<file path="src/rtl/rgb_to_nv12_converter_defines.svh">
// Assertion macros shared by the RGB to NV12 converter RTL.
`ifndef RGB_TO_NV12_CONVERTER_DEFINES_SVH
`define RGB_TO_NV12_CONVERTER_DEFINES_SVH

`ifndef SYNTH

// Checked property, disabled while reset is high.
`define R2N_ASSERT(label, clk, rst, prop) \
   label: assert property (@(posedge clk) disable iff (rst) prop) \
      else $error("r2n assertion failed");

// Checked property that also holds during reset.
`define R2N_ASSERT_ALWAYS(label, clk, prop) \
   label: assert property (@(posedge clk) prop) \
      else $error("r2n assertion failed");

`else

`define R2N_ASSERT(label, clk, rst, prop)

`define R2N_ASSERT_ALWAYS(label, clk, prop)

`endif

`endif

</file>
<file path="src/rtl/r2n_ram.sv">
// Generic simple dual-port RAM with one write port and a registered read port.
module r2n_ram #(
   parameter int Width = 8,
   parameter int Depth = 16
) (
   input  logic                     clock,
   input  logic                     we,
   input  logic [$clog2(Depth)-1:0] waddr,
   input  logic [Width-1:0]         wdata,
   input  logic                     re,
   input  logic [$clog2(Depth)-1:0] raddr,
   output logic [Width-1:0]         rdata
);

   logic [Width-1:0] mem_ff [Depth];
   logic [Width-1:0] rdata_ff;

   always_ff @(posedge clock) begin
      if (we) begin
         mem_ff[waddr] <= wdata;
      end
      if (re) begin
         rdata_ff <= mem_ff[raddr];
      end
   end

   assign rdata = rdata_ff;

endmodule

</file>
<file path="config.mk">
export PLATFORM = sky130hd
export DESIGN_NAME = r2n_ram
export DESIGN_NICKNAME = d
export VERILOG_FILES = /design/src/rtl/rgb_to_nv12_converter_defines.svh /design/src/rtl/r2n_ram.sv
export SDC_FILE = /design/constraint.sdc
export NUM_CORES = 1
export LEC_CHECK = 0
export BUFFER_PORTS_ARGS = -buffer_cell sky130_fd_sc_hd__clkbuf_2
export CAP_MARGIN = 10
export CORE_ASPECT_RATIO = 0.8
export CORE_UTILIZATION = 55
export DETAILED_ROUTE_END_ITERATION = 10
export HOLD_SLACK_MARGIN = 0.12
export PLACE_DENSITY = 0.73
export SLEW_MARGIN = 20
export SYNTH_ARGS = -nofsm -noshare
export SYNTH_HDL_FRONTEND = slang
export SYNTH_SLANG_ARGS = --single-unit
</file>
<file path="constraint.sdc">
create_clock -name clock -period 2 [get_ports clock]
set_clock_uncertainty 0.15 [all_clocks]
set_input_delay 0.1 -clock clock [delete_from_list [all_inputs] [get_ports clock]]
set_output_delay 0.1 -clock clock [all_outputs]
set_load 0.1 [all_outputs]
</file>
==> impl_results.rst, run 1 <==
.. list-table::
   :header-rows: 1

   * - Metric
     - Value
   * - Flip-flop and latch count after synthesis
     - 136
   * - Smallest setup slack after layout
     - 211 ps
   * - Clock network latency to the later pin of the worst-skew pair
     - 420 ps
   * - Transition time at the pin with the least slew margin
     - 637 ps
   * - Critical path required time
     - 1970 ps
   * - Critical path start-end classification
     - in2reg
   * - Final critical delay including setup and external delays
     - ~1800 ps
   * - Leakage
     - 2.15 nW
   * - CTS H-tree lvls
     - 4
   * - Outcome
     - finished with violations
   * - Biggest fanout along the worst timing path
     - 8
   * - Maximum number of pins on one net before global-route repair
     - 33
   * - Cell Pwr Density
     - 1050 nW/um^2
   * - Fmax achieved
     - 0.559 GHz
   * - Worst setup SP type
     - input port
   * - Count of endpoints failing setup in the final report
     - 0
   * - Average via count per standard cell
     - 5.91
   * - Die ar.
     - 9900 sq um
   * - Number of antenna violations at the first check in global routing
     - 0
   * - Max cap viols
     - 0
   * - Ports placed on the boundary
     - 27
   * - Maximum count of clock buffers along a single path
     - 2
   * - 1st-iter DRT viols
     - 181
   * - Via total after detailed routing
     - 2506
   * - Proportion of layout cells with a drive suffix above 1
     - around 30%
   * - Average wire per cell in the routed design
     - ~24 um
   * - Number of slew-limit violations in the final report
     - 0
   * - Number of detailed-route iterations in the first pass
     - 8
   * - Violated checks
     - design-rule violations
   * - Worst setup EP type
     - flop
   * - Root Buffer
     - clkbuf_16
   * - Area added between synthesis and finish
     - 20.2%
   * - Post-CTS Setup Inserts
     - 0
   * - Unrepaired setup endpoints after global routing
     - no
   * - Relative max-transition margin
     - 57.4%
   * - Via count of the first global-routing pass
     - 2480
   * - Number of DRC violations after detailed routing
     - 6
   * - Crit share post-route
     - 89.4%
   * - Die W
     - 111 um
   * - Place WS
     - 208 ps
   * - Number of buffers added on ports
     - 26
   * - Distinct cells, synth
     - 18
   * - Net count after synthesis
     - roughly 250
   * - First-pass GRT wire length
     - 15.1 mm
   * - Final Hold Viols
     - 0
   * - Setup total negative slack
     - 0 ps
   * - Antenna Nets Post-Route
     - 0
   * - Data arrival, critical path
     - roughly 1800 ps
   * - Share of the core filled with cells
     - 68.7%
   * - Register clock-pin slew on the reported worst setup and hold paths
     - roughly 60 ps
   * - Clock tree from TritonCTS
     - yes
   * - Total detailed-routing wirelength
     - 10.1 mm
   * - Share of the yosys chip area belonging to registers
     - 78.1%
   * - CTS-repair resized insts
     - 0
   * - Total CTS buffers
     - 17
   * - Largest voltage drop on the vdd net
     - 692 uV
   * - Average cell area after synthesis
     - 22.8 sq um
   * - Final weighted congestion in routability-driven placement
     - about 0.73
   * - Cell row count
     - 31
   * - DP HPWL
     - 6.08 mm
   * - Die span in y
     - between 80 and 90 um
   * - Net count, final
     - between 300 and 400
   * - Hold WC Path Type
     - in2reg
   * - Global router's overall resource usage
     - 22.9%
   * - Cells after Synth
     - 229
   * - Core Area
     - around 9200 sq um
   * - Cell area after synthesis
     - 5230 sq um
   * - Grt ovf
     - 0
   * - Initial core utilization
     - a little under three fifths
   * - Final antenna diode count
     - 0
   * - Number of warnings issued by yosys
     - 0
   * - # clock sinks
     - 136
==> layer usage <==
metal | global-route usage [%] | wire (um)
met1 | 32.3 | 4660
met2 | 34.1 | 4680
met3 | 7.32 | 677
met4 | 8.84 | 131
met5 | 0 | 0
==> worst max-delay path: stages <==
cell	delay, ps
dlygate4sd3_1	530
clkbuf_2	160
nor3_1	200
dlygate4sd3_1	580
buf_4	180
==> flip-flops by register name, indices dropped and copies added, names as in the netlist <==
name and count:
rdata 8, mem_ff 128
==> worst paths after layout <==
path / end / cells past startpoint / slack, ps / from
max reg2reg: rdata[3] / 3 / 310 / mem_ff[9][3]
min: mem_ff[15][3] / 4 / 150 / waddr[2]
min reg2reg: rdata[3] / 3 / 620 / mem_ff[4][3]
max: mem_ff[4][1] / 5 / 210 / waddr[1]
==> synth_stat cells <==
cell type	instances	area [sq um]
edfxtp_1	136	4080
mux4_2	18	405
a22oi_1	16	120
mux4_1	14	368
nor2_1	13	48.8
nand2_1	9	33.8
nor3_1	4	20.0
buf_2	3	15.0
buf_6	3	33.8
clkdlybuf4s25_2	3	30.0
nand2b_1	2	12.5
nand3b_1	2	15.0
and2_1	1	6.26
and2b_1	1	7.51
buf_4	1	7.51
nand3_1	1	5.00
nor2b_1	1	6.26
or3b_2	1	8.76
==> area by class of cell <==
| class | count | area (sq um) |
|---|---|---|
| clock buffers | 18 | 429 |
| flip-flops and latches | 136 | 4080 |
| multi-input cells | 83 | 1060 |
| fillers | 585 | 2870 |
| clock inverters | 14 | 134 |
| repair buffers | 58 | 438 |
| well taps | 115 | 144 |
==> timing repair <==
item                       CTS  global route
setup endpoints to repair    0             0
hold endpoints to repair   168             0
hold buffers                12             0
==> per-stage QoR <==
stage               instances  cell area [sq um]  hold slack, ps  power [mW]
finish                    424               6290             149        6.58
global route              424               6290             161        6.77
global placement          380               5600             373        3.68
CTS                       424               6290             137        6.62
floorplan                 229               5230            48.9        3.55
detailed placement        380               5600             372        3.69
==> placed cells by master, fill, tap and decap left out, types with 3 or more instances in the layout <==
| master | n |
|---|---|
| nor2_1 | 13 |
| mux4_1 | 14 |
| edfxtp_1 | 136 |
| mux4_2 | 18 |
| dlygate4sd3_1 | 12 |
| clkinv_2 | 3 |
| buf_12 | 3 |
| clkbuf_16 | 17 |
| a22oi_1 | 16 |
| nor3_1 | 4 |
| clkinvlp_4 | 4 |
| clkbuf_2 | 26 |
| clkinv_1 | 3 |
| buf_4 | 17 |
| nand2_1 | 9 |
==> logic make-up after synthesis <==
logic type / synth area share (%)
muxes: 14.8
DFF: 78.1
and+or+nand+nor: 3.14
AOI/OAI and AO/OA: 2.30
buffers and inverters: 1.65
==> where the power goes <==
part           leakage [nW]  internal, mW  switching [mW]
logic                 0.650         0.143           0.277
clock network         0.264          1.81            1.11
registers              1.24          3.21          0.0164
total                  2.15          5.17            1.41
Power figures use the tool's default switching activity.
==> inputs of run 2 (changes only) <==
--- a/config.mk
+++ b/config.mk
@@ -8,10 +8,10 @@
 export BUFFER_PORTS_ARGS = -buffer_cell sky130_fd_sc_hd__clkbuf_2
 export CAP_MARGIN = 10
 export CORE_ASPECT_RATIO = 0.8
-export CORE_UTILIZATION = 55
+export CORE_MARGIN = 2
+export CORE_UTILIZATION = 35
 export DETAILED_ROUTE_END_ITERATION = 10
 export HOLD_SLACK_MARGIN = 0.12
-export PLACE_DENSITY = 0.73
 export SLEW_MARGIN = 20
 export SYNTH_ARGS = -nofsm -noshare
 export SYNTH_HDL_FRONTEND = slang
==> impl_results.rst, run 2 (synthesis results as in run 1) <==
.. list-table::
   :header-rows: 1

   * - Metric
     - Value
   * - Final critical delay including setup and external delays
     - 1780 ps
   * - Final Hold Viols
     - 0
   * - Number of buffers added on ports
     - 26
   * - Transition time at the pin with the least slew margin
     - 557 ps
   * - Proportion of layout cells with a drive suffix above 1
     - 30.3%
   * - First-pass GRT wire length
     - 16.0 mm
   * - Critical path required time
     - 1960 ps
   * - Worst hold path depth
     - 4
   * - Worst flop-to-flop path startpoint
     - mem_ff[1][2]
   * - Net count, final
     - 316
   * - Post-CTS Setup Inserts
     - 0
   * - Biggest fanout along the worst timing path
     - 8
   * - Area added between synthesis and finish
     - 23.4%
   * - Average via count per standard cell
     - 5.12
   * - Count of endpoints failing setup in the final report
     - 0
   * - Via count of the first global-routing pass
     - 2673
   * - Data arrival, critical path
     - 1750 ps
   * - Clock tree from TritonCTS
     - yes
   * - Setup slack, reg-to-reg
     - between 400 and 500 ps
   * - Leakage
     - 2.19 nW
   * - Hold WC Path Type
     - in2reg
   * - Fmax achieved
     - between 0.5 and 0.6 GHz
   * - Number of flip-flops in the largest register
     - 128
   * - Critical path start-end classification
     - in2reg
   * - Min Hold Slack
     - 180 ps
   * - Grt ovf
     - 0
   * - Unrepaired setup endpoints after global routing
     - no
   * - Reg-to-reg endpoint
     - rdata[2]
   * - CTS-repair resized insts
     - 0
   * - Most common library cell in the layout ignoring fill and taps
     - edfxtp_1
   * - Register clock-pin slew on the reported worst setup and hold paths
     - 60 ps
   * - Outcome
     - complete, no violations
   * - Die ar.
     - 15900 sq um
   * - Total CTS buffers
     - 17
   * - Die span in y
     - 113 um
   * - Maximum number of pins on one net before global-route repair
     - 33
   * - Top library cells by usage in the layout, fill and taps aside
     - edfxtp_1 (136), clkbuf_2 (26), mux4_2 (18), buf_4 (18), clkbuf_16 (17)
   * - Number of slew-limit violations in the final report
     - 0
   * - Path depth of the worst reg2reg path
     - 3
   * - Worst setup SP type
     - input port
   * - Number of antenna violations at the first check in global routing
     - 0
   * - Core Area
     - about 14000 sq um
   * - Global router's overall resource usage
     - 14.1%
   * - DP HPWL
     - ~6.6 mm
   * - Worst setup EP type
     - flop
   * - Maximum count of clock buffers along a single path
     - 2
   * - Relative max-transition margin
     - 63.0%
   * - Via total after detailed routing
     - 2529
   * - Initial core utilization
     - between 30% and 40%
   * - Final weighted congestion in routability-driven placement
     - 0.697
   * - Ports placed on the boundary
     - 27
   * - Largest voltage drop on the vdd net
     - 611 uV
   * - Average wire per cell in the routed design
     - 20.8 um
   * - Register with the most flip-flops
     - mem_ff
   * - Worst min-delay path startpoint
     - waddr[2]
   * - Max cap viols
     - 0
   * - # clock sinks
     - around 140
   * - 1st-iter DRT viols
     - 193
   * - Final antenna diode count
     - 0
   * - Worst hold path endpoint
     - mem_ff[15][6]
   * - Setup total negative slack
     - 0 ps
   * - Antenna Nets Post-Route
     - 0
   * - Cell row count
     - 39
   * - Root Buffer
     - clkbuf_16
   * - Total detailed-routing wirelength
     - between 10 and 15 mm
   * - CTS H-tree lvls
     - 4
   * - Cell Pwr Density
     - 1080 nW/um^2
   * - Clock network latency to the later pin of the worst-skew pair
     - 410 ps
   * - Die W
     - 141 um
   * - Number of DRC violations after detailed routing
     - 0
   * - Number of detailed-route iterations in the first pass
     - 4
   * - Crit share post-route
     - 89.1%
## run 2: per-stage QoR
stage                     std cells  setup slack [ps]  total power, mW  cell area, sq um  util (%)
after detailed placement        450               233             3.69              5700      39.4
after CTS                       494               274             7.02              6450      44.7
after global routing            494               177             7.17              6450      44.7
after floorplan                 229               257             3.55              5230         -
final                           494               219             6.97              6450      44.7
after global placement          450               252             3.68              5700      39.4
## run 2: metal layers
metal / track usage (%) / up-vias / routed length [um]
li1: - / 1115 / -
met1: 19.8 / 1333 / 4860
met2: 20.7 / 70 / 4660
met3: 3.94 / 11 / 621
met4: 5.80 / 0 / 140
met5: 0 / - / 0
## run 2: worst max-delay path: stages
cell,delay [ps]
dlygate4sd3_1,530
clkbuf_2,150
nor3_1,200
dlygate4sd3_1,580
buf_4,190
## run 2: power breakdown
group          switching (mW)  leakage (nW)  internal [mW]  total [mW]
clock network            1.14         0.303           2.19        3.33
logic                   0.265         0.656          0.144       0.409
registers              0.0192          1.24           3.21        3.23
## run 2: area by class of cell
type / instances / area, sq um
fill: 1216 / 7990
sequential: 136 / 4080
multi-input combinational: 83 / 1060
timing repair buffer: 59 / 445
clock buffer: 17 / 425
tap: 184 / 230
clock inverter: 15 / 208
## run 2: what timing repair did
item / in CTS / in global routing
hold endpoints to repair: 168 / 0
hold buffers: 12 / 0
endpoints found under the setup margin: 0 / 0
## run 2: worst max-delay path by stage
stage	cells past startpoint	end	slack [ps]	start
after floorplan	2	mem_ff[0][0]	260	waddr[2]
after global placement	5	rdata[1]	250	raddr[0]
after detailed placement	5	rdata[1]	230	raddr[0]
after CTS	5	mem_ff[4][2]	270	waddr[1]
after global routing	5	mem_ff[4][5]	180	waddr[1]
final	5	mem_ff[4][5]	220	waddr[1]
==> inputs of run 3 (changes only) <==
==> constraint.sdc (replaced) <==
create_clock -name clock -period 2 [get_ports clock]
set_clock_uncertainty 0.15 [all_clocks]
set_input_delay 0.3 -clock clock [delete_from_list [all_inputs] [get_ports clock]]
set_output_delay 0.3 -clock clock [all_outputs]
set_load 0.1 [all_outputs]
==> impl_results.rst, run 3 (synthesis results as in run 1) <==
.. list-table::
   :header-rows: 1

   * - Metric
     - Value
   * - Data arrival, critical path
     - 1280 ps
   * - Via count of the first global-routing pass
     - about 2600
   * - Core Area
     - around 14000 sq um
   * - Critical path start-end classification
     - reg2out
   * - Hold buffers post-CTS
     - 0
   * - Total detailed-routing wirelength
     - approximately 10 mm
   * - Transition time at the pin with the least slew margin
     - around 560 ps
   * - Post-CTS Setup Inserts
     - 0
   * - Highest cell delay on the worst timing path
     - 490 ps
   * - Reg-to-reg endpoint
     - rdata[0]
   * - Post-route insts no fill
     - between 400 and 500
   * - Setup slack, reg-to-reg
     - between 400 and 500 ps
   * - Maximum count of clock buffers along a single path
     - 2
   * - Number of antenna violations at the first check in global routing
     - 0
   * - Min Hold Slack
     - between 150 and 200 ps
   * - Register clock-pin slew on the reported worst setup and hold paths
     - 60 ps
   * - Maximum number of pins on one net before global-route repair
     - 24
   * - Via total after detailed routing
     - 2475
   * - Most common library cell in the layout ignoring fill and taps
     - edfxtp_1
   * - Worst flop-to-flop path startpoint
     - mem_ff[1][0]
   * - Ports placed on the boundary
     - 27
   * - Clock tree from TritonCTS
     - yes
   * - Final Hold Viols
     - 0
   * - Number of buffers added on ports
     - 26
   * - DP HPWL
     - 6.61 mm
   * - Worst setup SP type
     - flop
   * - Unrepaired setup endpoints after global routing
     - no
   * - Largest voltage drop on the vdd net
     - between 600 and 700 uV
   * - Cell row count
     - 39
   * - Combined buffer and inverter count along the critical path
     - 1
   * - Switching part of the total
     - a little over 20%
   * - Number of slew-limit violations in the final report
     - 0
   * - Final antenna diode count
     - 0
   * - Initial core utilization
     - 36.2%
   * - Number of flip-flops in the largest register
     - 128
   * - Leakage
     - 2.14 nW
   * - Share of total power in the clock network
     - 46.4%
   * - Register with the most flip-flops
     - mem_ff
   * - CTS H-tree lvls
     - 4
   * - Grt ovf
     - 0
   * - Average via count per standard cell
     - 5.12
   * - Net count, final
     - 305
   * - Path depth of the worst reg2reg path
     - 3
   * - Die ar.
     - 15900 sq um
   * - Final critical delay including setup and external delays
     - 1730 ps
   * - Setup total negative slack
     - 0 ps
   * - Cell-by-cell trace of the critical path
     - clkbuf_2
   * - Cell internal pwr
     - about 5.4 mW
   * - Cell Pwr Density
     - approximately 1100 nW/um^2
   * - # clock sinks
     - ~140
   * - Crit share post-route
     - 86.4%
   * - CTS-repair resized insts
     - 0
   * - 1st-iter DRT viols
     - 243
   * - Worst min-delay path startpoint
     - wdata[0]
   * - Number of fill cells in the layout
     - 1223
   * - Biggest fanout along the worst timing path
     - 1
   * - Critical path required time
     - roughly 1600 ps
   * - Die W
     - 141 um
   * - Placed Instances
     - 451
   * - Max cap viols
     - 0
   * - Top library cells by usage in the layout, fill and taps aside
     - edfxtp_1 (136), clkbuf_2 (26), buf_4 (19)
   * - Average wire per cell in the routed design
     - between 20 and 25 um
   * - Worst hold path endpoint
     - mem_ff[12][0]
   * - Storage cell area
     - around 4100 sq um
   * - Proportion of layout cells with a drive suffix above 1
     - 31.1%
   * - Cell with the largest stage delay on the worst path
     - clkbuf_2
   * - Total CTS buffers
     - 17
   * - Area added between synthesis and finish
     - 20.5%
   * - Antenna Nets Post-Route
     - 0
   * - Relative max-transition margin
     - 62.8%
   * - Outcome
     - complete, no violations
   * - Number of DRC violations after detailed routing
     - 0
   * - Root Buffer
     - clkbuf_16
   * - Die span in y
     - about 110 um
   * - Clock network latency to the later pin of the worst-skew pair
     - around 420 ps
   * - Worst setup EP type
     - primary output
   * - Fmax achieved
     - 0.578 GHz
   * - Footprint of the multi-input gates
     - 1060 sq um
   * - Global router's overall resource usage
     - 13.7%
   * - Hold WC Path Type
     - in2reg
   * - Flop pwr share
     - about 48%
   * - Final weighted congestion in routability-driven placement
     - 0.711
   * - Number of detailed-route iterations in the first pass
     - 4
   * - Smallest setup slack after layout
     - 271 ps
   * - Count of endpoints failing setup in the final report
     - 0
   * - First-pass GRT wire length
     - 15.5 mm
   * - Kind of cell adding the most delay to the critical path
     - buffers and inverters
   * - Net load switching power
     - 1.36 mW
   * - Part of the power in combinational logic
     - 5.8%
   * - Worst hold path depth
     - 1
   * - Place WS
     - slightly below 60 ps
run 3: cell types whose count changed in the layout (fill, tap and decap cells not counted):
cell,delta
dlygate4sd3_1,-12
clkbuf_1,+3
clkinv_2,+3
clkinv_4,-2
clkinvlp_4,-2
buf_4,+1
bufinv_16,-1
clkinv_1,-1
run 3: layout make-up:
cell class	instances	area share [%]
Sequential cell	136	64.9
Clock inverter	12	2.48
Timing Repair Buffer	48	5.29
Multi-Input combinational cell	83	16.8
Clock buffer	20	6.93
Tap cell	184	3.66
run 3: worst max path at each step:
stage | end | slack (ps) | from | depth (start not counted)
detailed placement | rdata[1] | 60 | raddr[0] | 5
floorplan | mem_ff[0][0] | 60 | waddr[2] | 2
finish | rdata[6] | 270 | rdata[6] | 1
global placement | rdata[1] | 50 | raddr[0] | 5
CTS | rdata[6] | 240 | rdata[6] | 1
global route | rdata[6] | 230 | rdata[6] | 1
run 3: metal layers:
layer | wire [um] | track usage (%) | up-vias
met3 | 488 | 4.23 | 19
met2 | 4410 | 19.2 | 63
li1 | - | - | 1097
met5 | 0 | 0 | -
met1 | 4940 | 20.0 | 1296
met4 | 209 | 5.93 | 0
run 3: power groups by stage:
| stage | sequential [mW] | clock (mW) | combinational (mW) |
|---|---|---|---|
| 2_1_floorplan | 3.38 | 0 | 0.162 |
| 3_3_place_gp | 3.29 | 0 | 0.394 |
| 3_5_place_dp | 3.29 | 0 | 0.400 |
| 4_1_cts | 3.23 | 3.18 | 0.401 |
| 5_1_grt | 3.24 | 3.32 | 0.423 |
| 6_report | 3.23 | 3.14 | 0.393 |
run 3: stage by stage:
stage               power (mW)  util (%)  area [sq um]
floorplan                 3.55         -          5230
global placement          3.68      39.5          5700
detailed placement        3.69      39.5          5700
CTS                       6.82      43.6          6300
global route              6.98      43.6          6300
finish                    6.77      43.6          6300
